### src/rtl/wieb_pkg.sv
// Shared types, codes and constant tables of the WLAN information element builder.
package wieb_pkg;

   // Default for the SSID saturation limit
   localparam int SSID_MAX_BYTES_DEF = 32;

   // Input command codes
   localparam logic CMD_DESCRIPTOR = 1'b0;
   localparam logic CMD_SSID_BYTE  = 1'b1;

   // Element IDs
   localparam logic [7:0] ID_SSID      = 8'd0;
   localparam logic [7:0] ID_RATES     = 8'd1;
   localparam logic [7:0] ID_DS        = 8'd3;
   localparam logic [7:0] ID_RSN       = 8'd48;
   localparam logic [7:0] ID_EXT_RATES = 8'd50;
   localparam logic [7:0] ID_VENDOR    = 8'd221;

   // Cipher suite types
   localparam logic [7:0] SUITE_CCMP    = 8'd4;
   localparam logic [7:0] SUITE_TKIP    = 8'd2;
   localparam logic [7:0] SUITE_GCMP    = 8'd8;
   localparam logic [7:0] SUITE_GCMP256 = 8'd9;

   // AKM suite types
   localparam logic [7:0] AKM_EAP = 8'd1;
   localparam logic [7:0] AKM_PSK = 8'd2;
   localparam logic [7:0] AKM_SAE = 8'd8;
   localparam logic [7:0] AKM_OWE = 8'd18;

   // WPA vendor OUI type
   localparam logic [7:0] WPA_OUI_TYPE = 8'd1;

   // Byte counts of one result
   localparam logic [1:0] BYTES_ONE = 2'd1;
   localparam logic [1:0] BYTES_TWO = 2'd2;

   // Segments of the element tail, walked in this order
   typedef enum logic [2:0] {
      SEG_RATES,
      SEG_EXT,
      SEG_DS,
      SEG_SEC_HEAD,
      SEG_PW,
      SEG_MID,
      SEG_AKM,
      SEG_END
   } seg_type;

   // What the datapath puts into the output register
   typedef enum logic [1:0] {
      EMIT_NONE,
      EMIT_HEADER,
      EMIT_ECHO,
      EMIT_TAIL
   } emit_type;

   typedef struct packed {
      logic     load;
      emit_type emit;
      seg_type  seg;
   } wieb_cmd_type;

   typedef struct packed {
      logic out_free;
      logic left_zero;
      logic left_one;
      logic tail_take;
      logic seg_last;
      logic tail_last;
      logic ext_present;
      logic pw_empty;
   } wieb_status_type;

   // OUI byte k of the RSN or WPA suite selector
   function automatic logic [7:0] oui_byte(input logic rsn, input logic [1:0] k);
      logic [7:0] b;
      unique case (k)
         2'd0:    b = 8'h00;
         2'd1:    b = rsn ? 8'h0f : 8'h50;
         2'd2:    b = rsn ? 8'hac : 8'hf2;
         default: b = 8'h00;
      endcase
      return b;
   endfunction

   // Combined rate list: CCK rates, then OFDM rates
   function automatic logic [7:0] rate_entry(input logic [3:0] k);
      logic [7:0] b;
      unique case (k)
         4'd0:    b = 8'h82;
         4'd1:    b = 8'h84;
         4'd2:    b = 8'h8b;
         4'd3:    b = 8'h96;
         4'd4:    b = 8'h0c;
         4'd5:    b = 8'h12;
         4'd6:    b = 8'h18;
         4'd7:    b = 8'h24;
         4'd8:    b = 8'h30;
         4'd9:    b = 8'h48;
         4'd10:   b = 8'h60;
         4'd11:   b = 8'h6c;
         default: b = 8'h00;
      endcase
      return b;
   endfunction

   // Cipher suite type of mask bit position
   function automatic logic [7:0] cipher_type(input logic [1:0] pos);
      logic [7:0] b;
      unique case (pos)
         2'd0:    b = SUITE_CCMP;
         2'd1:    b = SUITE_TKIP;
         2'd2:    b = SUITE_GCMP;
         default: b = SUITE_GCMP256;
      endcase
      return b;
   endfunction

   // AKM suite type of reordered mask bit position (EAP, PSK, SAE, OWE)
   function automatic logic [7:0] akm_type(input logic [1:0] pos);
      logic [7:0] b;
      unique case (pos)
         2'd0:    b = AKM_EAP;
         2'd1:    b = AKM_PSK;
         2'd2:    b = AKM_SAE;
         default: b = AKM_OWE;
      endcase
      return b;
   endfunction

   // Position of the j-th set bit of a 4-bit mask
   function automatic logic [1:0] nth_set(input logic [3:0] mask, input logic [1:0] j);
      logic [2:0] cnt;
      logic [1:0] pos;
      cnt = 3'd0;
      pos = 2'd0;
      for (int i = 0; i < 4; i++) begin
         if (mask[i]) begin
            if (cnt == {1'b0, j}) begin
               pos = 2'(i);
            end
            cnt = cnt + 3'd1;
         end
      end
      return pos;
   endfunction

   // Number of set bits in a 4-bit mask
   function automatic logic [2:0] count4(input logic [3:0] mask);
      return 3'(mask[0]) + 3'(mask[1]) + 3'(mask[2]) + 3'(mask[3]);
   endfunction

endpackage

### src/rtl/wieb_ctrl.sv
// Controller state machine: input handshake, result sequence and tail segment walk.
module wieb_ctrl import wieb_pkg::*; (
   input  logic            clock,
   input  logic            reset,
   input  logic            req_valid,
   input  logic            req_command,
   output logic            req_stall,
   input  wieb_status_type status,
   output wieb_cmd_type    cmd
);

   typedef enum logic [3:0] {
      ST_IDLE   = 4'b0001,
      ST_HEADER = 4'b0010,
      ST_ECHO   = 4'b0100,
      ST_TAIL   = 4'b1000
   } state_type;

   state_type state_ff, state_in;
   seg_type   seg_ff, seg_in;
   logic      accept;

   // Take an item only while idle
   assign req_stall = (state_ff != ST_IDLE);
   assign accept    = req_valid & ~req_stall;

   // Next state, segment and datapath command
   always_comb begin
      state_in = state_ff;
      seg_in   = seg_ff;
      cmd.load = accept;
      cmd.emit = EMIT_NONE;
      cmd.seg  = seg_ff;
      unique case (state_ff)
         ST_IDLE: begin
            if (accept) begin
               if (req_command == CMD_DESCRIPTOR) begin
                  state_in = ST_HEADER;
               end else if (!status.left_zero) begin
                  state_in = ST_ECHO;
               end
            end
         end
         ST_HEADER: begin
            cmd.emit = EMIT_HEADER;
            if (status.out_free) begin
               seg_in   = SEG_RATES;
               state_in = status.left_zero ? ST_TAIL : ST_IDLE;
            end
         end
         ST_ECHO: begin
            cmd.emit = EMIT_ECHO;
            if (status.out_free) begin
               seg_in   = SEG_RATES;
               state_in = status.left_one ? ST_TAIL : ST_IDLE;
            end
         end
         ST_TAIL: begin
            cmd.emit = EMIT_TAIL;
            if (status.tail_take && status.seg_last) begin
               if (status.tail_last) begin
                  state_in = ST_IDLE;
               end else begin
                  // Advance to the next segment, skip empty ones
                  unique case (seg_ff)
                     SEG_RATES:    seg_in = status.ext_present ? SEG_EXT : SEG_DS;
                     SEG_EXT:      seg_in = SEG_DS;
                     SEG_DS:       seg_in = SEG_SEC_HEAD;
                     SEG_SEC_HEAD: seg_in = status.pw_empty ? SEG_MID : SEG_PW;
                     SEG_PW:       seg_in = SEG_MID;
                     SEG_MID:      seg_in = SEG_AKM;
                     SEG_AKM:      seg_in = SEG_END;
                     SEG_END:      seg_in = SEG_RATES;
                  endcase
               end
            end
         end
         default: state_in = ST_IDLE;
      endcase
   end

   // State registers
   always_ff @(posedge clock) begin
      if (reset) begin
         state_ff <= ST_IDLE;
         seg_ff   <= SEG_RATES;
      end else begin
         state_ff <= state_in;
         seg_ff   <= seg_in;
      end
   end

endmodule

### src/rtl/wieb_datapath.sv
// Datapath: held network fields, SSID counter, tail byte generator and output packer.
module wieb_datapath import wieb_pkg::*; #(
   parameter int SSID_MAX_BYTES = SSID_MAX_BYTES_DEF
) (
   input  logic            clock,
   input  logic            reset,
   input  logic            req_command,
   input  logic [5:0]      req_ssid_length,
   input  logic [7:0]      req_channel_number,
   input  logic [1:0]      req_phy_flags,
   input  logic [4:0]      req_akm_flags,
   input  logic [3:0]      req_pairwise_ciphers,
   input  logic [3:0]      req_group_ciphers,
   input  logic [7:0]      req_ssid_byte,
   input  logic            rsp_stall,
   output logic            rsp_valid,
   output logic [7:0]      rsp_first_byte,
   output logic [7:0]      rsp_second_byte,
   output logic [1:0]      rsp_byte_count,
   output logic            rsp_last,
   input  wieb_cmd_type    cmd,
   output wieb_status_type status
);

   localparam int         LEFT_W  = $clog2(SSID_MAX_BYTES + 1);
   localparam logic [5:0] MAX_LEN = 6'(SSID_MAX_BYTES);

   // Held network fields and SSID progress
   logic [7:0]        held_channel_ff;
   logic [1:0]        held_phy_ff;
   logic [4:0]        held_akm_ff;
   logic [3:0]        held_pairwise_ff;
   logic [3:0]        held_group_ff;
   logic [LEFT_W-1:0] left_ff, left_in;
   logic [7:0]        ssid_byte_ff;

   // Tail sequencing and packing
   logic [3:0]        idx_ff, idx_in;
   logic              pend_ff, pend_in;
   logic [7:0]        pend_byte_ff, pend_byte_in;

   // Output register
   logic              rsp_valid_ff, rsp_valid_in;
   logic [7:0]        rsp_first_ff, rsp_first_in;
   logic [7:0]        rsp_second_ff, rsp_second_in;
   logic [1:0]        rsp_count_ff, rsp_count_in;
   logic              rsp_last_ff, rsp_last_in;

   logic [LEFT_W-1:0] len_sat;
   logic              out_free;
   logic              cck, ofdm, ext;
   logic [3:0]        pw, grp, pw_mask, akm_mask;
   logic [7:0]        gtype;
   logic              wpa, rsn, mfpc, mfpr;
   logic [2:0]        pcnt, acnt;
   logic [7:0]        sec_len;
   logic [4:0]        seg_len;
   logic              seg_last, tail_last, take;
   logic [7:0]        tb;
   logic [1:0]        k, j;

   assign out_free = ~rsp_valid_ff | ~rsp_stall;
   assign len_sat  = (req_ssid_length > MAX_LEN) ? LEFT_W'(SSID_MAX_BYTES)
                                                 : LEFT_W'(req_ssid_length);

   // Decode the held descriptor
   assign cck      = held_phy_ff[0] | ~held_phy_ff[1];
   assign ofdm     = held_phy_ff[1];
   assign ext      = cck & ofdm;
   assign pw       = (held_pairwise_ff == 4'd0) ? 4'd1 : held_pairwise_ff;
   assign grp      = (held_group_ff == 4'd0) ? pw : held_group_ff;
   assign gtype    = grp[1] ? SUITE_TKIP : grp[2] ? SUITE_GCMP :
                     grp[3] ? SUITE_GCMP256 : SUITE_CCMP;
   assign wpa      = held_akm_ff[0];
   assign rsn      = ~held_akm_ff[0] & (|held_akm_ff[4:1]);
   assign pw_mask  = wpa ? {2'b00, pw[1:0]} : pw;
   assign akm_mask = {held_akm_ff[4], held_akm_ff[2], held_akm_ff[1], held_akm_ff[3]};
   assign pcnt     = count4(pw_mask);
   assign acnt     = count4(akm_mask);
   assign mfpc     = held_akm_ff[4] | held_akm_ff[2];
   assign mfpr     = mfpc & ~(held_akm_ff[3] | held_akm_ff[1]);
   assign sec_len  = wpa ? (8'd18 + {3'b000, pcnt, 2'b00})
                         : (8'd12 + {3'b000, pcnt, 2'b00} + {3'b000, acnt, 2'b00});
   assign k        = idx_ff[1:0];
   assign j        = idx_ff[3:2];

   // Length of the current segment
   always_comb begin
      unique case (cmd.seg)
         SEG_RATES:    seg_len = ofdm ? 5'd10 : 5'd6;
         SEG_EXT:      seg_len = 5'd6;
         SEG_DS:       seg_len = 5'd3;
         SEG_SEC_HEAD: seg_len = wpa ? 5'd14 : 5'd10;
         SEG_PW:       seg_len = {pcnt, 2'b00};
         SEG_MID:      seg_len = wpa ? 5'd6 : 5'd2;
         SEG_AKM:      seg_len = {acnt, 2'b00};
         SEG_END:      seg_len = 5'd2;
      endcase
   end

   // Flag the final byte of a segment and of the whole tail
   assign seg_last  = ({1'b0, idx_ff} == (seg_len - 5'd1));
   assign tail_last = seg_last & (((cmd.seg == SEG_DS) & ~wpa & ~rsn) |
                                  ((cmd.seg == SEG_MID) & wpa) |
                                  (cmd.seg == SEG_END));

   // Generate the tail byte at the current segment and index
   always_comb begin
      tb = 8'h00;
      unique case (cmd.seg)
         SEG_RATES: begin
            priority case (idx_ff)
               4'd0:    tb = ID_RATES;
               4'd1:    tb = ofdm ? 8'd8 : 8'd4;
               default: tb = rate_entry(cck ? (idx_ff - 4'd2) : (idx_ff + 4'd2));
            endcase
         end
         SEG_EXT: begin
            priority case (idx_ff)
               4'd0:    tb = ID_EXT_RATES;
               4'd1:    tb = 8'd4;
               default: tb = rate_entry(idx_ff + 4'd6);
            endcase
         end
         SEG_DS: begin
            priority case (idx_ff)
               4'd0:    tb = ID_DS;
               4'd1:    tb = 8'd1;
               default: tb = held_channel_ff;
            endcase
         end
         SEG_SEC_HEAD: begin
            if (wpa) begin
               priority case (idx_ff)
                  4'd0:    tb = ID_VENDOR;
                  4'd1:    tb = sec_len;
                  4'd2:    tb = oui_byte(1'b0, 2'd0);
                  4'd3:    tb = oui_byte(1'b0, 2'd1);
                  4'd4:    tb = oui_byte(1'b0, 2'd2);
                  4'd5:    tb = WPA_OUI_TYPE;
                  4'd6:    tb = 8'd1;
                  4'd7:    tb = 8'd0;
                  4'd8:    tb = oui_byte(1'b0, 2'd0);
                  4'd9:    tb = oui_byte(1'b0, 2'd1);
                  4'd10:   tb = oui_byte(1'b0, 2'd2);
                  4'd11:   tb = gtype;
                  4'd12:   tb = {5'd0, pcnt};
                  default: tb = 8'd0;
               endcase
            end else begin
               priority case (idx_ff)
                  4'd0:    tb = ID_RSN;
                  4'd1:    tb = sec_len;
                  4'd2:    tb = 8'd1;
                  4'd3:    tb = 8'd0;
                  4'd4:    tb = oui_byte(1'b1, 2'd0);
                  4'd5:    tb = oui_byte(1'b1, 2'd1);
                  4'd6:    tb = oui_byte(1'b1, 2'd2);
                  4'd7:    tb = gtype;
                  4'd8:    tb = {5'd0, pcnt};
                  default: tb = 8'd0;
               endcase
            end
         end
         SEG_PW: begin
            tb = (k == 2'd3) ? cipher_type(nth_set(pw_mask, j)) : oui_byte(rsn, k);
         end
         SEG_MID: begin
            if (wpa) begin
               priority case (idx_ff)
                  4'd0:    tb = 8'd1;
                  4'd1:    tb = 8'd0;
                  4'd2:    tb = oui_byte(1'b0, 2'd0);
                  4'd3:    tb = oui_byte(1'b0, 2'd1);
                  4'd4:    tb = oui_byte(1'b0, 2'd2);
                  default: tb = held_akm_ff[3] ? AKM_EAP : AKM_PSK;
               endcase
            end else begin
               tb = (idx_ff == 4'd0) ? {5'd0, acnt} : 8'd0;
            end
         end
         SEG_AKM: begin
            tb = (k == 2'd3) ? akm_type(nth_set(akm_mask, j)) : oui_byte(1'b1, k);
         end
         SEG_END: begin
            tb = (idx_ff == 4'd0) ? {mfpc, mfpr, 6'd0} : 8'd0;
         end
      endcase
   end

   // A tail byte moves on unless it must go out and the output is blocked
   assign take = (cmd.emit == EMIT_TAIL) & ((~pend_ff & ~tail_last) | out_free);

   // Pack bytes into results and advance counters
   always_comb begin
      left_in       = left_ff;
      idx_in        = idx_ff;
      pend_in       = pend_ff;
      pend_byte_in  = pend_byte_ff;
      rsp_valid_in  = rsp_valid_ff & rsp_stall;
      rsp_first_in  = rsp_first_ff;
      rsp_second_in = rsp_second_ff;
      rsp_count_in  = rsp_count_ff;
      rsp_last_in   = rsp_last_ff;
      if (cmd.load && (req_command == CMD_DESCRIPTOR)) begin
         left_in = len_sat;
      end
      unique case (cmd.emit)
         EMIT_NONE: begin
         end
         EMIT_HEADER: begin
            if (out_free) begin
               rsp_valid_in  = 1'b1;
               rsp_first_in  = ID_SSID;
               rsp_second_in = 8'(left_ff);
               rsp_count_in  = BYTES_TWO;
               rsp_last_in   = 1'b0;
            end
         end
         EMIT_ECHO: begin
            if (out_free) begin
               rsp_valid_in  = 1'b1;
               rsp_first_in  = ssid_byte_ff;
               rsp_second_in = 8'd0;
               rsp_count_in  = BYTES_ONE;
               rsp_last_in   = 1'b0;
               left_in       = left_ff - LEFT_W'(1);
            end
         end
         EMIT_TAIL: begin
            if (take) begin
               idx_in = seg_last ? 4'd0 : (idx_ff + 4'd1);
               if (pend_ff) begin
                  rsp_valid_in  = 1'b1;
                  rsp_first_in  = pend_byte_ff;
                  rsp_second_in = tb;
                  rsp_count_in  = BYTES_TWO;
                  rsp_last_in   = tail_last;
                  pend_in       = 1'b0;
               end else if (tail_last) begin
                  rsp_valid_in  = 1'b1;
                  rsp_first_in  = tb;
                  rsp_second_in = 8'd0;
                  rsp_count_in  = BYTES_ONE;
                  rsp_last_in   = 1'b1;
               end else begin
                  pend_in      = 1'b1;
                  pend_byte_in = tb;
               end
            end
         end
      endcase
   end

   // Control registers
   always_ff @(posedge clock) begin
      if (reset) begin
         held_channel_ff  <= 8'd0;
         held_phy_ff      <= 2'd0;
         held_akm_ff      <= 5'd0;
         held_pairwise_ff <= 4'd0;
         held_group_ff    <= 4'd0;
         left_ff          <= '0;
         idx_ff           <= 4'd0;
         pend_ff          <= 1'b0;
         rsp_valid_ff     <= 1'b0;
      end else begin
         if (cmd.load && (req_command == CMD_DESCRIPTOR)) begin
            held_channel_ff  <= req_channel_number;
            held_phy_ff      <= req_phy_flags;
            held_akm_ff      <= req_akm_flags;
            held_pairwise_ff <= req_pairwise_ciphers;
            held_group_ff    <= req_group_ciphers;
         end
         left_ff      <= left_in;
         idx_ff       <= idx_in;
         pend_ff      <= pend_in;
         rsp_valid_ff <= rsp_valid_in;
      end
   end

   // Payload registers
   always_ff @(posedge clock) begin
      if (cmd.load && (req_command == CMD_SSID_BYTE)) begin
         ssid_byte_ff <= req_ssid_byte;
      end
      pend_byte_ff  <= pend_byte_in;
      rsp_first_ff  <= rsp_first_in;
      rsp_second_ff <= rsp_second_in;
      rsp_count_ff  <= rsp_count_in;
      rsp_last_ff   <= rsp_last_in;
   end

   assign rsp_valid       = rsp_valid_ff;
   assign rsp_first_byte  = rsp_first_ff;
   assign rsp_second_byte = rsp_second_ff;
   assign rsp_byte_count  = rsp_count_ff;
   assign rsp_last        = rsp_last_ff;

   assign status.out_free    = out_free;
   assign status.left_zero   = (left_ff == '0);
   assign status.left_one    = (left_ff == LEFT_W'(1));
   assign status.tail_take   = take;
   assign status.seg_last    = seg_last;
   assign status.tail_last   = tail_last;
   assign status.ext_present = ext;
   assign status.pw_empty    = (pcnt == 3'd0);

endmodule

### src/rtl/wlan_info_element_builder.sv
// Top level of the WLAN information element builder: controller plus datapath.
//
//   channel  direction  handshake              payload
//   req_     in         req_valid / req_stall  command, length, channel, PHY, AKM, ciphers, byte
//   rsp_     out        rsp_valid / rsp_stall  first byte, second byte, byte count, last
//
// A descriptor is accepted and then emits the SSID header; each SSID byte is accepted and then echoed,
// a stray SSID byte is only accepted.
// The element tail follows the last SSID byte; the tail byte sequencer produces one byte per cycle
// while rsp_stall does not hold it, and packs two per result.
// Synchronous reset clears the held network fields, the SSID count and the output valid flag.
// rsp_stall holds the output register and the tail sequencer; items are taken only when idle.
module wlan_info_element_builder import wieb_pkg::*; #(
   parameter int SSID_MAX_BYTES = SSID_MAX_BYTES_DEF
) (
   input  logic       clock,
   input  logic       reset,
   input  logic       req_valid,
   output logic       req_stall,
   input  logic       req_command,
   input  logic [5:0] req_ssid_length,
   input  logic [7:0] req_channel_number,
   input  logic [1:0] req_phy_flags,
   input  logic [4:0] req_akm_flags,
   input  logic [3:0] req_pairwise_ciphers,
   input  logic [3:0] req_group_ciphers,
   input  logic [7:0] req_ssid_byte,
   output logic       rsp_valid,
   input  logic       rsp_stall,
   output logic [7:0] rsp_first_byte,
   output logic [7:0] rsp_second_byte,
   output logic [1:0] rsp_byte_count,
   output logic       rsp_last
);

   wieb_cmd_type    cmd;
   wieb_status_type status;

   // Sequence items and tail segments
   wieb_ctrl u_ctrl (
      .clock       (clock),
      .reset       (reset),
      .req_valid   (req_valid),
      .req_command (req_command),
      .req_stall   (req_stall),
      .status      (status),
      .cmd         (cmd)
   );

   // Hold fields, build bytes and drive results
   wieb_datapath #(
      .SSID_MAX_BYTES (SSID_MAX_BYTES)
   ) u_datapath (
      .clock                (clock),
      .reset                (reset),
      .req_command          (req_command),
      .req_ssid_length      (req_ssid_length),
      .req_channel_number   (req_channel_number),
      .req_phy_flags        (req_phy_flags),
      .req_akm_flags        (req_akm_flags),
      .req_pairwise_ciphers (req_pairwise_ciphers),
      .req_group_ciphers    (req_group_ciphers),
      .req_ssid_byte        (req_ssid_byte),
      .rsp_stall            (rsp_stall),
      .rsp_valid            (rsp_valid),
      .rsp_first_byte       (rsp_first_byte),
      .rsp_second_byte      (rsp_second_byte),
      .rsp_byte_count       (rsp_byte_count),
      .rsp_last             (rsp_last),
      .cmd                  (cmd),
      .status               (status)
   );

endmodule

### config.mk
export PLATFORM = sky130hd
export DESIGN_NAME = wlan_info_element_builder
export DESIGN_NICKNAME = d
export VERILOG_FILES = /design/src/rtl/wieb_pkg.sv /design/src/rtl/wieb_ctrl.sv /design/src/rtl/wieb_datapath.sv /design/src/rtl/wlan_info_element_builder.sv
export SDC_FILE = /design/constraint.sdc
export NUM_CORES = 1
export LEC_CHECK = 0
export BUFFER_PORTS_ARGS = -buffer_cell sky130_fd_sc_hd__buf_2
export CORE_AREA = 2 2 102 104
export CTS_CLUSTER_SIZE = 14
export DETAILED_ROUTE_END_ITERATION = 16
export DIE_AREA = 0 0 104 106
export GPL_TIMING_DRIVEN = 0
export PLACE_DENSITY_LB_ADDON = 0.05
export REMOVE_ABC_BUFFERS = 1
export SLEW_MARGIN = 15
export SYNTH_ARGS = -nofsm -noshare
export SYNTH_HDL_FRONTEND = slang
export SYNTH_SLANG_ARGS = --single-unit
### constraint.sdc
create_clock -name clock -period 7.14 [get_ports clock]
set_input_delay 1.428 -clock clock [delete_from_list [all_inputs] [get_ports clock]]
set_output_delay 1.428 -clock clock [all_outputs]
set_load 0.005 [all_outputs]
==> reports/results.txt, run 1 <==
status: complete, no violations
worst-case hold slack: 477 ps
top_reg_cell synth: dfxtp_1
worst reg2reg path depth: 14
met3 capacity usage during global routing: 6.56%
CTS tree: done
post-DP HPWL: 12.4 mm
minimum clock period after layout: 5110 ps
router iterations before antenna repair: 7
antenna diode count: 0
Req. time, crit path: 7210 ps
CP endpoint kind: flip-flop
busiest metal layer after global routing: met2
Comb pwr share: 28.7%
Crit Path Class: reg -> reg
area of the mapped netlist: 0.00577 mm²
Final Wtd Congestion: 1.00
Placed Instance Area: 0.00611 mm²
vias in the first global route: 5,147
PortBufs: 62
TNS Setup: 0 ps
DRT iter0 DRCs: 671
synthesized area per cell: 7.93 µm²
Fin Clk Skew: 19.0 ps
async set or reset register ratio after synthesis: 0%
cts hold-fix bufs: 0
Clock Pin Slew Worst Setup and Hold Paths: 90 ps
hold depth: 2
share of layout cells above drive strength 1: 13.2%
leading cell types in the layout, fill and taps excluded: nand2_1, a21oi_1, nor2_1, buf_2, o21ai_0
Int Pwr: 0.772 mW
post-route insts no fill: 904
leading cell type in the layout, fill and taps excluded: nand2_1
chip width: 104 µm
RSZ-0062 raised after global routing: no
nets: 837
final setup fails: 0
Initial Utilization: 57.7%
Final Util: 63.0%
Hold Violations, Final: 0
routed via count: 5,649
GRT Util Overall: 31.3%
total gr overflow: 0
Max H-tree Level: 3
Ys Warns: 0
Critical Path Start Type: flip-flop
core area: 0.0100 mm²
crit path max fanout: 33
Slew headroom: 22.5%
post-route ant nets: 0
Total Power: 1.23 mW
die area: 0.0110 mm²
Num CTS Buffers: 9
area delta synth->final: 9.27%
crit path DAT: 5180 ps
largest net degree at the start of global routing: 38
post-route clock period utilization: 71.5%
drt total wl: 16.9 mm
DR DRC count: 0
post-CTS setup buffer count: 0
pre-CTS setup slack: 2200 ps
Max Buffers Root-to-Sink: 2
sequential share of power: 45.1%
row cnt: 37
final worst setup slack: 2030 ps
die height: 106 µm
Post-synth EDFFs: 35
Leak: 2.40 nW
Worst-Skew Late Latency: 360 ps
CTS resizes: 0
Netlist cell types: 78
GR Util met2: 47.2%
wire per inst: 18.7 µm
Root Buffer: clkbuf_8
maximum VDD drop: 172 µV
Net Sw Power: 0.453 mW
Worst Tran Pin Value: 1150 ps
hold crit path type: reg -> reg
initial antenna violation count: 0
Clk pwr share: 26.2%
fin. max-slew vios: 0
Inst Count DP: 888
first-pass GRT wire length: 27.4 mm
Sw Ratio: 37.0%
io pins: 63
Max Clk Rate: 0.196 GHz
met1 Use GR: 45.6%
clock sinks: 77
max_cap viols: 0
Syn Inst Count: 727
power per cell area: 195 mW/mm²
vias per cell: 6.25
register area share after synthesis: 32.8%
Yosys reg bits: 77
finished layout cell area: 0.00630 mm²
-- worst paths after layout --
kind,start,slack (ps),endpoint
setup / recovery,u_datapath.held_akm_ff[0],2030,u_datapath.rsp_byte_count[0]
hold / removal,u_datapath.held_channel_ff[4],480,u_datapath.held_channel_ff[4]
setup reg to reg,u_datapath.held_akm_ff[0],2030,u_datapath.rsp_byte_count[0]
hold reg to reg,u_datapath.held_channel_ff[4],480,u_datapath.held_channel_ff[4]
-- flip-flops by register name, indices dropped and copies added, names as in the netlist --
register and cells:
u_datapath.held_pairwise_ff 4, u_datapath.pend_byte_ff 8, u_datapath.held_phy_ff 2, u_datapath.pend_ff 1
u_datapath.left_ff 6, u_datapath.held_group_ff 4, u_datapath.rsp_last 1, u_datapath.ssid_byte_ff 8
u_ctrl.seg_ff 3, u_datapath.idx_ff 4, u_datapath.rsp_valid 1, u_datapath.rsp_first_byte 8
u_ctrl.state_ff 4, u_datapath.rsp_second_byte 8, u_datapath.rsp_byte_count 2, u_datapath.held_channel_ff 8
u_datapath.held_akm_ff 5
-- worst max-delay path, cell delays in order (launching register included) --
cell and delay (ps):
dfxtp_1 1090, nor2b_1 210, inv_1 170, fa_1 190
inv_1 50, ha_1 400, a22o_1 290, a21oi_2 240
nand2_1 100, nor4b_2 320, nor2_1 180, nor3_1 340
nor2_1 310, nor3_2 610, buf_4 310
-- per-layer routing --
metal / vias to the layer above / share of wire [%]
met4: 0 / 1.6
met2: 300 / 43
met5: - / 0
met1: 2617 / 45
met3: 29 / 9.8
li1: 2703 / -
-- area by class of cell --
class / count / area, µm²
Inverter: 44 / 165
Fill cell: 914 / 3700
Multi-Input combinational cell: 568 / 3560
Clock inverter: 7 / 66.3
Timing Repair Buffer: 63 / 318
Sequential cell: 77 / 1890
Clock buffer: 9 / 124
Tap cell: 136 / 170
-- power by group through the flow --
stage                     clock (mW)  sequential, mW  combinational (mW)
after floorplan                    0           0.549               0.239
after global placement             0           0.559               0.327
after detailed placement           0           0.561               0.346
after CTS                      0.322           0.551               0.348
after global routing           0.340           0.558               0.397
final                          0.321           0.553               0.352
-- cell families (layout without fill, tap and decap cells) --
kind of cell    Yosys count  count (layout)  share of synthesized area, %
compound gates          226             226                          26.2
flops                    77              77                          32.8
mux                       6               6                          1.06
xor+xnor                 25              25                          3.80
simple gates            279             279                          23.2
fa+ha+maj                32              32                          7.34
buf+inv                  82             123                          5.58
-- synthesized netlist by cell type (9+ instances only) --
master / instances / area (µm²)
edfxtp_1: 35 / 1050
a211oi_1: 10 / 75.1
a21oi_1: 78 / 390
nor3_1: 27 / 135
buf_2: 11 / 55.1
clkbuf_1: 24 / 90.1
dfxtp_1: 42 / 841
nand2_1: 101 / 379
o211ai_1: 10 / 75.1
nor2_1: 67 / 251
nand3_1: 11 / 55.1
xor2_1: 12 / 105
xnor2_1: 13 / 114
nor2b_1: 9 / 56.3
nand2b_1: 12 / 75.1
a22oi_1: 9 / 67.6
or3_1: 10 / 62.6
ha_1: 29 / 363
o21ai_0: 43 / 215
inv_1: 41 / 154
No activity file was read; power rests on OpenSTA's default activity.
==> run 2, diff against run 1 <==
--- a/config.mk
+++ b/config.mk
@@ -5,11 +5,12 @@
 export SDC_FILE = /design/constraint.sdc
 export NUM_CORES = 1
 export LEC_CHECK = 0
+export ABC_AREA = 1
 export BUFFER_PORTS_ARGS = -buffer_cell sky130_fd_sc_hd__buf_2
-export CORE_AREA = 2 2 102 104
+export CORE_AREA = 2 2 100 102
 export CTS_CLUSTER_SIZE = 14
 export DETAILED_ROUTE_END_ITERATION = 16
-export DIE_AREA = 0 0 104 106
+export DIE_AREA = 0 0 102 104
 export GPL_TIMING_DRIVEN = 0
 export PLACE_DENSITY_LB_ADDON = 0.05
 export REMOVE_ABC_BUFFERS = 1
==> constraint.sdc (replaced) <==
create_clock -name clock -period 5.3 [get_ports clock]
set_input_delay 1.06 -clock clock [delete_from_list [all_inputs] [get_ports clock]]
set_output_delay 1.06 -clock clock [all_outputs]
set_load 0.005 [all_outputs]
==> reports/results.txt, run 2 <==
most frequent cell after synthesis: nand2_1
Max Buffers Root-to-Sink: 2 (unchanged)
max_cap viols: 0 (unchanged)
maximum VDD drop: 228 µV (+33%)
Placed Instance Area: 0.00592 mm² (-3.1%)
GRT Util Overall: 31.6% (+0.39 points)
post-CTS setup buffer count: 0 (unchanged)
multi-input logic area: 0.00310 mm² (-13%)
vias in the first global route: 5,348 (+3.9%)
Syn Inst Count: 785 (+8.0%)
DR DRC count: 0 (unchanged)
top cell type's share of synthesized area: 19.0% (+0.72 points)
antenna diode count: 0 (unchanged)
die area: 0.0106 mm² (-3.8%)
core area: 0.00955 mm² (-4.5%)
Req. time, crit path: 5380 ps (-1830 ps)
Final Util: 64.5% (+1.5 points)
die height: 104 µm (-1.9%)
Hold Violations, Final: 0 (unchanged)
Inst Count DP: 956 (+7.7%)
Final Wtd Congestion: 0.978 (-2.2%)
synth top area cells: edfxtp_1, dfxtp_1, nand2_1
CP endpoint kind: flip-flop
leading cell type in the layout, fill and taps excluded: nand2_1
finished layout cell area: 0.00616 mm² (-2.2%)
RSZ-0062 raised after global routing: no
Max Clk Rate: 0.217 GHz (+11%)
post-route clock period utilization: 87.0% (+15 points)
Initial Utilization: 58.1% (+0.41 points)
Slew headroom: 23.9% (+1.4 points)
Crit Path Class: reg -> reg
row cnt: 36 (-2.7%)
initial antenna violation count: 0 (unchanged)
router iterations before antenna repair: 5 (-2)
Ys Warns: 0 (unchanged)
power per cell area: 431 mW/mm² (+120%)
wire per inst: 16.8 µm (-9.7%)
clock sinks: 77 (unchanged)
# fillers: 891 (-2.5%)
total gr overflow: 0 (unchanged)
hold crit path type: reg -> reg
cts hold-fix bufs: 0 (unchanged)
post-DP HPWL: 12.4 mm (about the same)
Max H-tree Level: 3 (unchanged)
Worst R2R Setup Slack: 690 ps (-1340 ps)
routed via count: 5,667 (+0.32%)
Clk pwr share: 20.7% (-5.5 points)
Root Buffer: clkbuf_8
status: complete, no violations
crit path max fanout: 18 (-45%)
nets: 908 (+8.5%)
Fin Clk Skew: 11.3 ps (-7.73 ps)
largest net degree at the start of global routing: 48 (+26%)
fin. max-slew vios: 0 (unchanged)
Yosys reg bits: 77 (unchanged)
area delta synth->final: 11.1%
Int Pwr: 1.51 mW (+95%)
CTS resizes: 0 (unchanged)
Netlist cell types: 50 (-36%)
first-pass GRT wire length: 26.1 mm (-4.7%)
io pins: 63 (unchanged)
final worst setup slack: 690 ps (-1340 ps)
Leak: 2.60 nW (+8.5%)
DRT iter0 DRCs: 408 (-39%)
minimum clock period after layout: 4610 ps (-495 ps)
Synth top cells by count: nand2_1, inv_1, nor2_1
top_reg_cell synth: dfxtp_1
Sw Ratio: 43.2% (+6.3 points)
Worst Tran Pin Value: 1130 ps (-18.9 ps)
sequential share of power: 31.9% (-13 points)
TNS Setup: 0 ps (unchanged)
leading cell types in the layout, fill and taps excluded: nand2_1, inv_1, nor2_1, a21oi_1, buf_2
final setup fails: 0 (unchanged)
FF+latch area: 0.00189 mm² (about the same)
vias per cell: 5.83 (-6.7%)
Worst-Skew Late Latency: 380 ps (+20 ps)
share of layout cells above drive strength 1: 13.5% (+0.32 points)
async set or reset register ratio after synthesis: 0% (unchanged)
Post-synth EDFFs: 35 (unchanged)
synthesized area per cell: 7.06 µm² (-11%)
post-route ant nets: 0 (unchanged)
register area share after synthesis: 34.1% (+1.3 points)
CTS tree: done
leading area contributor after synthesis: edfxtp_1
Comb pwr share: 47.4% (+19 points)
pre-CTS setup slack: 843 ps (-1360 ps)
post-route insts no fill: 972 (+7.5%)
crit path DAT: 4690 ps (-490 ps)
chip width: 102 µm (-1.9%)
Net Sw Power: 1.15 mW (+150%)
Clock Pin Slew Worst Setup and Hold Paths: 90 ps (about the same)
drt total wl: 16.4 mm (-3.0%)
Critical Path Start Type: flip-flop
PortBufs: 62 (unchanged)
area of the mapped netlist: 0.00555 mm² (-3.8%)
Num CTS Buffers: 9 (unchanged)
-- run 2: changes by cell type after synthesis, sizes merged, moves of 9 or more --
cell,before,now
o21ai,46,58
nor3,28,13
or3,10,0
buf,14,5
nand2,102,149
a22oi,9,0
nand3,11,65
a21oi,79,67
xor2,12,3
inv,43,115
nand2b,12,0
nor2b,9,0
nor2,67,94
-- run 2: cells by family after synthesis --
| family | synth area share (%) |
|---|---|
| AOI/OAI and AO/OA | 20.0 |
| DFF | 34.1 |
| buffers and inverters | 10.0 |
| adders and majority gates | 7.63 |
| xor gates and xnor gates | 1.26 |
| and+or+nand+nor | 27.0 |
-- run 2: worst paths after layout --
path                                 start                             to  cells after the start
min          u_datapath.held_channel_ff[6]  u_datapath.held_channel_ff[6]                      2
min reg2reg  u_datapath.held_channel_ff[6]  u_datapath.held_channel_ff[6]                      2
max reg2reg             u_ctrl.state_ff[0]  u_datapath.rsp_second_byte[7]                     11
max                     u_ctrl.state_ff[0]  u_datapath.rsp_second_byte[7]                     11
-- run 2: per-stage QoR --
stage                     hold slack [ps]  power (mW)
final                                 467        2.65
after global routing                  496        2.85
after CTS                             466        2.64
after detailed placement              453        2.09
after global placement                448        2.04
after floorplan                       427        1.74
-- run 2: metal layers --
metal | GRT usage [%] | wire (µm) | share of wire [%]
met5 | 0 | 0 | 0
met4 | 13.7 | 650 | 4.0
met3 | 7.12 | 1110 | 6.8
met2 | 53.9 | 8070 | 49
met1 | 37.6 | 6540 | 40
-- run 2: layout make-up --
| type | instances | area share, % |
|---|---|---|
| Multi-Input combinational cell | 565 | 50.4 |
| Sequential cell | 77 | 30.7 |
| Inverter | 119 | 7.29 |
| Timing Repair Buffer | 62 | 5.04 |
| Tap cell | 133 | 2.70 |
| Clock buffer | 11 | 2.13 |
| Clock inverter | 5 | 1.75 |
-- run 2: worst max-delay path, stage by stage (launching register included) --
cell,delay [ps]
dfxtp_1,330
nor2_1,130
inv_1,50
nor3_1,860
nor2_1,490
inv_1,310
ha_1,620
inv_1,150
nor2_1,590
nand2_1,170
inv_1,340
nor2_2,270
-- run 2: power groups by stage --
| stage | Combinational, mW | Sequential [mW] | Clock, mW |
|---|---|---|---|
| 3_3_place_gp | 1.18 | 0.854 | 0 |
| 5_1_grt | 1.41 | 0.859 | 0.575 |
| 2_1_floorplan | 0.892 | 0.844 | 0 |
| 4_1_cts | 1.24 | 0.845 | 0.556 |
| 6_report | 1.26 | 0.845 | 0.549 |
| 3_5_place_dp | 1.23 | 0.858 | 0 |
==> run 3, diff against run 2 <==
--- a/config.mk
+++ b/config.mk
@@ -7,10 +7,12 @@
 export LEC_CHECK = 0
 export ABC_AREA = 1
 export BUFFER_PORTS_ARGS = -buffer_cell sky130_fd_sc_hd__buf_2
-export CORE_AREA = 2 2 100 102
+export CELL_PAD_IN_SITES_DETAIL_PLACEMENT = 0
+export CELL_PAD_IN_SITES_GLOBAL_PLACEMENT = 1
+export CORE_AREA = 2 2 117 119
 export CTS_CLUSTER_SIZE = 14
 export DETAILED_ROUTE_END_ITERATION = 16
-export DIE_AREA = 0 0 102 104
+export DIE_AREA = 0 0 119 121
 export GPL_TIMING_DRIVEN = 0
 export PLACE_DENSITY_LB_ADDON = 0.05
 export REMOVE_ABC_BUFFERS = 1
==> reports/results.txt, run 3 (synthesis results as in run 2) <==
worst path cell trace: nor2_1 > inv_1 > nor3_1 > nor2_1 > inv_1 > ha_1 > inv_1 > nor2_1 > nand2_1 > inv_1 > nor2_2
maximum VDD drop: 182 µV (-20%)
die area: 0.0144 mm² (+36%)
core area: 0.0131 mm² (+37%)
Worst R2R Setup Slack: 730 ps (+40 ps)
clock sinks: 77 (unchanged)
PortBufs: 62 (unchanged)
CP delay by family, top: simple AND/OR/NAND/NOR gates
Max H-tree Level: 3 (unchanged)
CP endpoint kind: flip-flop
hold depth: 2 (unchanged)
Crit Path Class: reg -> reg
antenna diode count: 0 (unchanged)
hold crit path type: reg -> reg
Final Wtd Congestion: 0.903 (-7.7%)
Most common cell on crit path: inv_1
total gr overflow: 0 (unchanged)
Crit. path cell count: 11 (unchanged)
wire per inst: 17.1 µm (+1.6%)
Worst Tran Pin Value: 1030 ps (-100 ps)
Worst-Skew Late Latency: 350 ps (-30 ps)
leading cell types in the layout, fill and taps excluded: nand2_1, inv_1, nor2_1, a21oi_1, buf_2
post-CTS setup buffer count: 0 (unchanged)
Leak: 2.64 nW (+1.3%)
Root Buffer: clkbuf_16
critical-path cell with the highest stage delay: nor3_1
vias per cell: 5.44 (-6.7%)
post-route clock period utilization: 86.2% (-0.74 points)
minimum clock period after layout: 4570 ps (-39.2 ps)
nets: 909 (+0.11%)
CP bufs+invs: 4 (unchanged)
initial antenna violation count: 0 (unchanged)
die height: 121 µm (+16%)
row cnt: 42 (+17%)
Fin Clk Skew: 10.1 ps (-1.21 ps)
Critical Path Start Type: flip-flop
CTS tree: done
TNS Setup: 0 ps (unchanged)
worst reg2reg path depth: 11 (unchanged)
status: complete, no violations
critical path's largest stage delay: 730 ps (-130 ps)
Initial Utilization: 42.4% (-16 points)
DR DRC count: 0 (unchanged)
GRT Util Overall: 24.6% (-7.0 points)
vias in the first global route: 5,131 (-4.1%)
crit path DAT: 4620 ps (-70 ps)
power per cell area: 435 mW/mm² (+0.99%)
Num CTS Buffers: 9 (unchanged)
Hold Violations, Final: 0 (unchanged)
routed via count: 5,524 (-2.5%)
chip width: 119 µm (+17%)
cts hold-fix bufs: 0 (unchanged)
post-route ant nets: 0 (unchanged)
Req. time, crit path: 5340 ps (-40 ps)
area delta synth->final: 13.6%
fin. max-slew vios: 0 (unchanged)
final setup fails: 0 (unchanged)
RSZ-0062 raised after global routing: no
DRT iter0 DRCs: 529 (+30%)
drt total wl: 17.4 mm (+6.2%)
largest net degree at the start of global routing: 29 (-40%)
CTS resizes: 0 (unchanged)
leading cell type in the layout, fill and taps excluded: nand2_1
Max Clk Rate: 0.219 GHz (+0.86%)
Slew headroom: 30.9% (+7.0 points)
router iterations before antenna repair: 5 (unchanged)
post-DP HPWL: 13.4 mm (+7.9%)
Clock Pin Slew Worst Setup and Hold Paths: 70 ps (-20 ps)
share of layout cells above drive strength 1: 13.7% (+0.22 points)
max_cap viols: 0 (unchanged)
Max Buffers Root-to-Sink: 2 (unchanged)
Total Power: 2.74 mW (+3.3%)
first-pass GRT wire length: 27.4 mm (+5.0%)
crit path max fanout: 18 (unchanged)
io pins: 63 (unchanged)
==> run 3: cell count changes in the layout (fill, tap and decap cells not counted) <==
cell        before  now
clkinvlp_4       0    2
clkbuf_1         2    1
bufinv_16        3    1
clkinv_4         1    2
clkbuf_8         9    0
buf_16           0    1
clkbuf_16        0    9
==> run 3: worst paths after layout <==
path / startpoint / to
min: u_datapath.held_channel_ff[3] / u_datapath.held_channel_ff[3]
max: u_ctrl.state_ff[0] / u_datapath.rsp_first_byte[2]
max reg2reg: u_ctrl.state_ff[0] / u_datapath.rsp_first_byte[2]
min reg2reg: u_datapath.held_channel_ff[3] / u_datapath.held_channel_ff[3]
==> run 3: cell type report <==
cell class	count	area (µm²)
fill	1338	6780
multi-input combinational	565	3100
sequential	77	1890
inverter	119	449
timing repair buffer	63	338
clock buffer	10	229
tap	176	220
clock inverter	6	71.3
==> run 3: where the power goes <==
part	switching [mW]	leakage (nW)	total, mW	internal [mW]
Sequential	0.0775	0.667	0.845	0.768
Combinational	0.836	1.83	1.26	0.428
Clock	0.263	0.139	0.631	0.368
Total	1.18	2.64	2.74	1.56
==> run 3: metrics by stage <==
step                      cells  area (µm²)  worst slack [ps]  hold WS [ps]  utilization (%)
after floorplan             761        5440              1450           427                -
after global placement      999        5970               460           448             45.6
after detailed placement   1000        6000               699           458             45.9
after CTS                  1016        6300               704           467             48.2
after global routing       1016        6300               219           494             48.2
final                      1016        6300               729           463             48.2
==> run 3: routing by layer <==
metal | global-route usage [%] | wire, µm | vias to the layer above
met5 | 0 | 0 | -
met4 | 8.63 | 443 | 0
met3 | 3.43 | 688 | 34
met2 | 43.3 | 8560 | 176
met1 | 30.9 | 7690 | 2552
li1 | - | - | 2762
==> run 3: worst reg2reg max path: stages, from the launching register on <==
cell and delay, ps:
dfxtp_1 320, nor2_1 140, inv_1 50, nor3_1 730, nor2_1 480, inv_1 320, ha_1 620, inv_1 120
nor2_1 670, nand2_1 170, inv_1 360, nor2_2 280
